### src/hdl/ptc_pkg.sv
// shared types and constants for the postfix tautology checker
`default_nettype none

package ptc_pkg;

    localparam int STACK_DEPTH = 8;
    localparam int DEPTH_W     = $clog2(STACK_DEPTH + 1);
    localparam int VEC_W       = 16;

    localparam logic [VEC_W-1:0] VEC_P    = 16'hFF00;
    localparam logic [VEC_W-1:0] VEC_Q    = 16'hF0F0;
    localparam logic [VEC_W-1:0] VEC_R    = 16'hCCCC;
    localparam logic [VEC_W-1:0] VEC_S    = 16'hAAAA;
    localparam logic [VEC_W-1:0] VEC_NONE = 16'h0000;
    localparam logic [VEC_W-1:0] VEC_ALL  = 16'hFFFF;

    localparam logic [7:0] TOK_P     = 8'h70;  // p
    localparam logic [7:0] TOK_Q     = 8'h71;  // q
    localparam logic [7:0] TOK_R     = 8'h72;  // r
    localparam logic [7:0] TOK_S     = 8'h73;  // s
    localparam logic [7:0] TOK_FALSE = 8'h30;  // 0
    localparam logic [7:0] TOK_TRUE  = 8'h31;  // 1
    localparam logic [7:0] TOK_NOT   = 8'h21;  // !
    localparam logic [7:0] TOK_IMPL  = 8'h3E;  // >
    localparam logic [7:0] TOK_AND   = 8'h5E;  // ^
    localparam logic [7:0] TOK_OR    = 8'h76;  // v
    localparam logic [7:0] TOK_EQU   = 8'h3D;  // =

    typedef enum logic [1:0] {
        VERDICT_TAUT       = 2'd0,
        VERDICT_CONTRA     = 2'd1,
        VERDICT_CONTINGENT = 2'd2
    } verdict_t;

    typedef struct packed {
        verdict_t         verdict;
        logic [VEC_W-1:0] vec;
        logic             error;
    } result_t;

endpackage

`default_nettype wire

### src/hdl/postfix_tautology_checker_top.sv
// Postfix tautology checker: takes one expression character per request and
// keeps a stack of 16-bit truth vectors covering all assignments of p, q, r
// and s. One character is taken every cycle while no final character is
// stalled; its stack update is done combinationally from the registered
// input, so the operand stack registers and their one-step update set the
// rate. The result of an expression is computed from its last character in
// the input register and held in an output register. Non-final characters
// keep flowing while a result waits; a final character is held in the input
// register, and stalls further requests, until the output register is free.
`default_nettype none

module postfix_tautology_checker_top (
    input  wire logic        clk,
    input  wire logic        rst_n,
    input  wire logic        in_valid,
    output logic             in_ready,
    input  wire logic [7:0]  token,
    input  wire logic        last,
    output logic             out_valid,
    input  wire logic        out_ready,
    output logic [1:0]       verdict,
    output logic [15:0]      truth_vector,
    output logic             error
);
    import ptc_pkg::*;

    logic       in_valid_reg;
    logic [7:0] token_reg;
    logic       last_reg;
    logic       out_valid_reg;
    result_t    result_reg;
    result_t    result_next;
    logic       out_free;
    logic       advance;

    assign out_free = !out_valid_reg || out_ready;
    // a non-final character never needs the output slot
    assign advance  = in_valid_reg && (!last_reg || out_free);
    assign in_ready = !in_valid_reg || advance;

    ptc_eval u_eval (
        .clk    (clk),
        .rst_n  (rst_n),
        .step   (advance),
        .token  (token_reg),
        .last   (last_reg),
        .result (result_next)
    );

    always_ff @(posedge clk or negedge rst_n)
    begin
        if (!rst_n) begin
            in_valid_reg  <= 1'b0;
            out_valid_reg <= 1'b0;
        end else begin
            if (in_ready) begin
                in_valid_reg <= in_valid;
            end
            if (advance && last_reg) begin
                out_valid_reg <= 1'b1;
            end else if (out_ready) begin
                out_valid_reg <= 1'b0;
            end
        end
    end

    always_ff @(posedge clk)
    begin
        if (in_valid && in_ready) begin
            token_reg <= token;
            last_reg  <= last;
        end
        if (advance && last_reg) begin
            result_reg <= result_next;
        end
    end

    assign out_valid    = out_valid_reg;
    assign verdict      = result_reg.verdict;
    assign truth_vector = result_reg.vec;
    assign error        = result_reg.error;

endmodule

`default_nettype wire

### src/hdl/ptc_eval.sv
// operand stack of truth vectors and per-character evaluation
`default_nettype none

module ptc_eval (
    input  wire logic             clk,
    input  wire logic             rst_n,
    input  wire logic             step,
    input  wire logic [7:0]       token,
    input  wire logic             last,
    output ptc_pkg::result_t      result
);
    import ptc_pkg::*;

    // top of stack lives at index 0, so every read is at a fixed place
    logic [VEC_W-1:0]   stack_reg  [STACK_DEPTH];
    logic [VEC_W-1:0]   stack_next [STACK_DEPTH];
    logic [DEPTH_W-1:0] depth_reg;
    logic [DEPTH_W-1:0] depth_next;
    logic               err_reg;
    logic               err_next;
    logic [VEC_W-1:0]   push_vec;
    logic [VEC_W-1:0]   op_vec;
    logic [VEC_W-1:0]   final_vec;
    logic               is_push;
    logic               is_binary;
    logic               is_not;

    always_comb
    begin
        push_vec  = VEC_NONE;
        op_vec    = VEC_NONE;
        is_push   = 1'b0;
        is_binary = 1'b0;
        is_not    = 1'b0;
        unique case (token) inside
            TOK_P:     begin is_push = 1'b1; push_vec = VEC_P; end
            TOK_Q:     begin is_push = 1'b1; push_vec = VEC_Q; end
            TOK_R:     begin is_push = 1'b1; push_vec = VEC_R; end
            TOK_S:     begin is_push = 1'b1; push_vec = VEC_S; end
            TOK_FALSE: begin is_push = 1'b1; push_vec = VEC_NONE; end
            TOK_TRUE:  begin is_push = 1'b1; push_vec = VEC_ALL; end
            TOK_NOT:   is_not = 1'b1;
            TOK_IMPL:  begin is_binary = 1'b1; op_vec = ~stack_reg[1] | stack_reg[0]; end
            TOK_AND:   begin is_binary = 1'b1; op_vec = stack_reg[1] & stack_reg[0]; end
            TOK_OR:    begin is_binary = 1'b1; op_vec = stack_reg[1] | stack_reg[0]; end
            TOK_EQU:   begin is_binary = 1'b1; op_vec = ~(stack_reg[1] ^ stack_reg[0]); end
            default:   ;
        endcase
    end

    always_comb
    begin
        stack_next = stack_reg;
        depth_next = depth_reg;
        err_next   = err_reg;
        if (is_push) begin
            if (depth_reg == DEPTH_W'(STACK_DEPTH)) begin
                err_next = 1'b1;
            end else begin
                stack_next[0] = push_vec;
                for (int i = 1; i < STACK_DEPTH; i++) begin
                    stack_next[i] = stack_reg[i-1];
                end
                depth_next = depth_reg + DEPTH_W'(1);
            end
        end else if (is_not) begin
            if (depth_reg == '0) begin
                err_next = 1'b1;
            end else begin
                stack_next[0] = ~stack_reg[0];
            end
        end else if (is_binary) begin
            if (depth_reg < DEPTH_W'(2)) begin
                err_next = 1'b1;
            end else begin
                // pop two, push one: shift up by one under the new top
                stack_next[0] = op_vec;
                for (int i = 1; i < STACK_DEPTH - 1; i++) begin
                    stack_next[i] = stack_reg[i+1];
                end
                depth_next = depth_reg - DEPTH_W'(1);
            end
        end
    end

    always_comb
    begin
        final_vec    = (depth_next == '0) ? VEC_NONE : stack_next[0];
        result.vec   = final_vec;
        result.error = err_next || (depth_next != DEPTH_W'(1));
        if (final_vec == VEC_ALL) begin
            result.verdict = VERDICT_TAUT;
        end else if (final_vec == VEC_NONE) begin
            result.verdict = VERDICT_CONTRA;
        end else begin
            result.verdict = VERDICT_CONTINGENT;
        end
    end

    always_ff @(posedge clk or negedge rst_n)
    begin
        if (!rst_n) begin
            depth_reg <= '0;
            err_reg   <= 1'b0;
        end else if (step) begin
            if (last) begin
                depth_reg <= '0;
                err_reg   <= 1'b0;
            end else begin
                depth_reg <= depth_next;
                err_reg   <= err_next;
            end
        end
    end

    always_ff @(posedge clk)
    begin
        if (step) begin
            stack_reg <= stack_next;
        end
    end

endmodule

`default_nettype wire
### config.mk
export PLATFORM = sky130hd
export DESIGN_NAME = postfix_tautology_checker_top
export DESIGN_NICKNAME = d
export VERILOG_FILES = /design/src/hdl/ptc_pkg.sv /design/src/hdl/postfix_tautology_checker_top.sv /design/src/hdl/ptc_eval.sv
export SDC_FILE = /design/constraint.sdc
export NUM_CORES = 1
export LEC_CHECK = 0
export ABC_AREA = 1
export CAP_MARGIN = 0
export CORE_AREA = 2 2 126 159
export DETAILED_ROUTE_END_ITERATION = 7
export DIE_AREA = 0 0 128 161
export DONT_BUFFER_PORTS = 1
export GPL_ROUTABILITY_DRIVEN = 0
export GPL_TIMING_DRIVEN = 1
export MAX_ROUTING_LAYER = met4
export PLACE_DENSITY = 0.62
export SYNTH_ARGS = -nofsm -noshare
export SYNTH_HDL_FRONTEND = slang
export SYNTH_SLANG_ARGS = --single-unit
### constraint.sdc
create_clock -name clk -period 7.5 [get_ports clk]
set_input_delay 0.75 -clock clk [delete_from_list [all_inputs] [get_ports clk]]
set_output_delay 0.75 -clock clk [all_outputs]
set_load 0.02 [all_outputs]
==> qor.yml <==
fill_cells: 1794
grt_pass1_wl_um: 30600
grt_pass1_vias: 5741
dpl-instance-area_mm2: 0.00866
cts.path.max_buffers: 2
ys_seq_elements: 163
yosysMostFrequentCell: "nand2_1"
via_count: 6110
drc: 0
synth_warnings: 0
die_w_um: 128
postSynthAreaPerCell_um2: 9.15
cp-start-kind: "register"
synth_top_area_share_pct: 55.2
vdd_ir_drop_max_mv: 0.141
cts_tree: "yes"
drive_above_1_share_pct: 8.08
synth_cell_types: 35
drt_pass1_iterations: 5
io_buffers: 0
clkSinkCount: 163
io_pins: 34
antenna_cells: 0
drtAntennaViolNets: 0
worstSkewPairLatency_ps: 430
floorplan.initialDensity_pct: 44.4
ctsHoldBuffers: 1
synth_commonest_cells: "nand2_1, edfxtp_1, inv_1, o21ai_0, nor2_1"
synth_area_mm2: 0.00848
synth_nets: 958
slew-limit-headroom_pct: 17.6
place_hpwl_um: 12500
end_kind: "register"
overflow: 0
fin_crit_ps: 3490
leakage_uw: 0.00396
reg2reg_slack_ps: 4010
fp.dieH_um: 161
cts.clk_slew.worst_paths_ps: 60
hold_start: "last"
synthTopCellsByArea: "edfxtp_1, nand2_1, inv_1"
setup_tns_ps: 0
setup_viol: 0
drv_slew: 0
rsz0062_at_grt: "no"
postCtsSetupBuffers: 0
hold_end: "last_reg$_DFFE_PP_"
outcome: "finished clean"
syn2layout_area_growth_pct: 9.49
numCtsBuffers: 17
min_path_type: "input port to register"
wl_per_cell_um: 16.2
fin_crit_sh_pct: 46.5
cts_root_buffer: "clkbuf_16"
synthCells: 927
r2r_end: "u_eval.stack_reg[12]$_DFFE_PP_"
via_per_inst: 5.25
synth_edf_count: 156
postCtsResizedCells: 0
coreArea_mm2: 0.0191
hold_depth: 0
grt_usage_pct: 19.5
nets: 946
fin_skew_ps: 10.8
p_per_area_mw_per_mm2: 228
worst-setup-path-type: "register to register"
max_freq_mhz: 287
r2r-start: "u_eval.depth_reg[0]$_DFFE_PN0P_"
cp_max_fo: 84
antenna_found_initial: 0
wl_um: 18800
htree_levels: 4
finalHoldViolations: 0
drt_iter0_drc: 523
worst_pin_slew_ps: 1230
ys_seq_area_share_pct: 57.3
largest_register_ffs: 128
required_ps: 7660
synth_top_cell_by_area: "edfxtp_1"
critPathArrivalTime_ps: 3650
drv_cap: 0
final_area_mm2: 0.00928
ys.flop_type: "edfxtp_1"
ff2ff_path_depth: 9
die_area_mm2: 0.0206
rows: 57
grt_max_degree: 85
ys_async_sr_fraction_pct: 4.29
==> report_power, final <==
| group | internal, µW | switching, µW |
|---|---|---|
| logic | 38.8 | 96.8 |
| registers | 1030 | 34.3 |
| clock network | 554 | 362 |
| total | 1620 | 493 |
==> through the flow <==
stage	util (%)	hold slack, ps	setup WS [ps]	instances	total power, µW
after floorplan	-	427	691	927	1170
after global placement	45.3	432	4090	1131	1210
after detailed placement	45.3	439	4000	1131	1210
after CTS	48.6	399	3980	1164	2120
after global routing	48.6	392	3780	1164	2190
final	48.6	413	4010	1164	2110
==> layer usage <==
layer	track usage (%)	up-vias	share of wire [%]
met5	-	-	0
met4	6.79	0	2.0
met3	3.54	26	3.4
met2	30.0	121	48
met1	26.3	2880	47
li1	-	3083	-
==> final cells by class <==
type	count	area, µm²	area share [%]
Clock buffer	17	425	4.58
Clock inverter	15	186	2.01
Inverter	151	567	6.11
Multi-Input combinational cell	575	2900	31.2
Sequential cell	163	4860	52.3
Tap cell	236	295	3.18
Timing Repair Buffer	7	55.1	0.593
==> critical path: stages, from the launching register on <==
cell     delay, ps
dfrtp_1        420
inv_1          190
ha_1           220
nand2_1         80
nor2_1         630
nor2_1         470
inv_2          190
buf_4          680
nor2_1          80
buf_4          250
==> kinds of logic (layout without fill, tap and decap cells) <==
| kind of cell | after synthesis | after routing | share of synthesized area [%] |
|---|---|---|---|
| AOI/OAI and AO/OA | 176 | 176 | 11.5 |
| xor gates and xnor gates | 3 | 3 | 0.310 |
| adders and majority gates | 18 | 18 | 2.66 |
| buffers and inverters | 189 | 190 | 8.71 |
| DFF | 163 | 163 | 57.3 |
| and+or+nand+nor | 378 | 378 | 19.5 |
==> worst max path at each step <==
stage | startpoint | end | slack, ps | cells past startpoint
6_report | u_eval.depth_reg[0]$_DFFE_PN0P_ | u_eval.stack_reg[12]$_DFFE_PP_ | 4010 | 9
3_5_place_dp | u_eval.depth_reg[0]$_DFFE_PN0P_ | u_eval.stack_reg[9]$_DFFE_PP_ | 4000 | 9
2_1_floorplan | token_reg[7]$_DFFE_PP_ | u_eval.stack_reg[100]$_DFFE_PP_ | 690 | 11
4_1_cts | u_eval.depth_reg[0]$_DFFE_PN0P_ | u_eval.stack_reg[12]$_DFFE_PP_ | 3980 | 9
5_1_grt | u_eval.depth_reg[0]$_DFFE_PN0P_ | verdict[1]$_SDFFCE_PN0P_ | 3780 | 15
3_3_place_gp | u_eval.depth_reg[0]$_DFFE_PN0P_ | u_eval.stack_reg[11]$_DFFE_PP_ | 4090 | 9
==> placed cells by master, fill, tap and decap left out, types with 5 or more instances in the layout <==
cell,n
o22ai_1,54
edfxtp_1,156
nand4_1,9
dfrtp_1,7
nand2_1,239
inv_2,9
a21oi_1,41
buf_4,6
clkbuf_16,17
nand3_1,35
o211ai_1,5
nor2_4,8
inv_1,142
nor2_2,5
o21ai_0,67
nor2_1,59
ha_1,18
nand2_2,9
(Power assumes the default switching activity.)
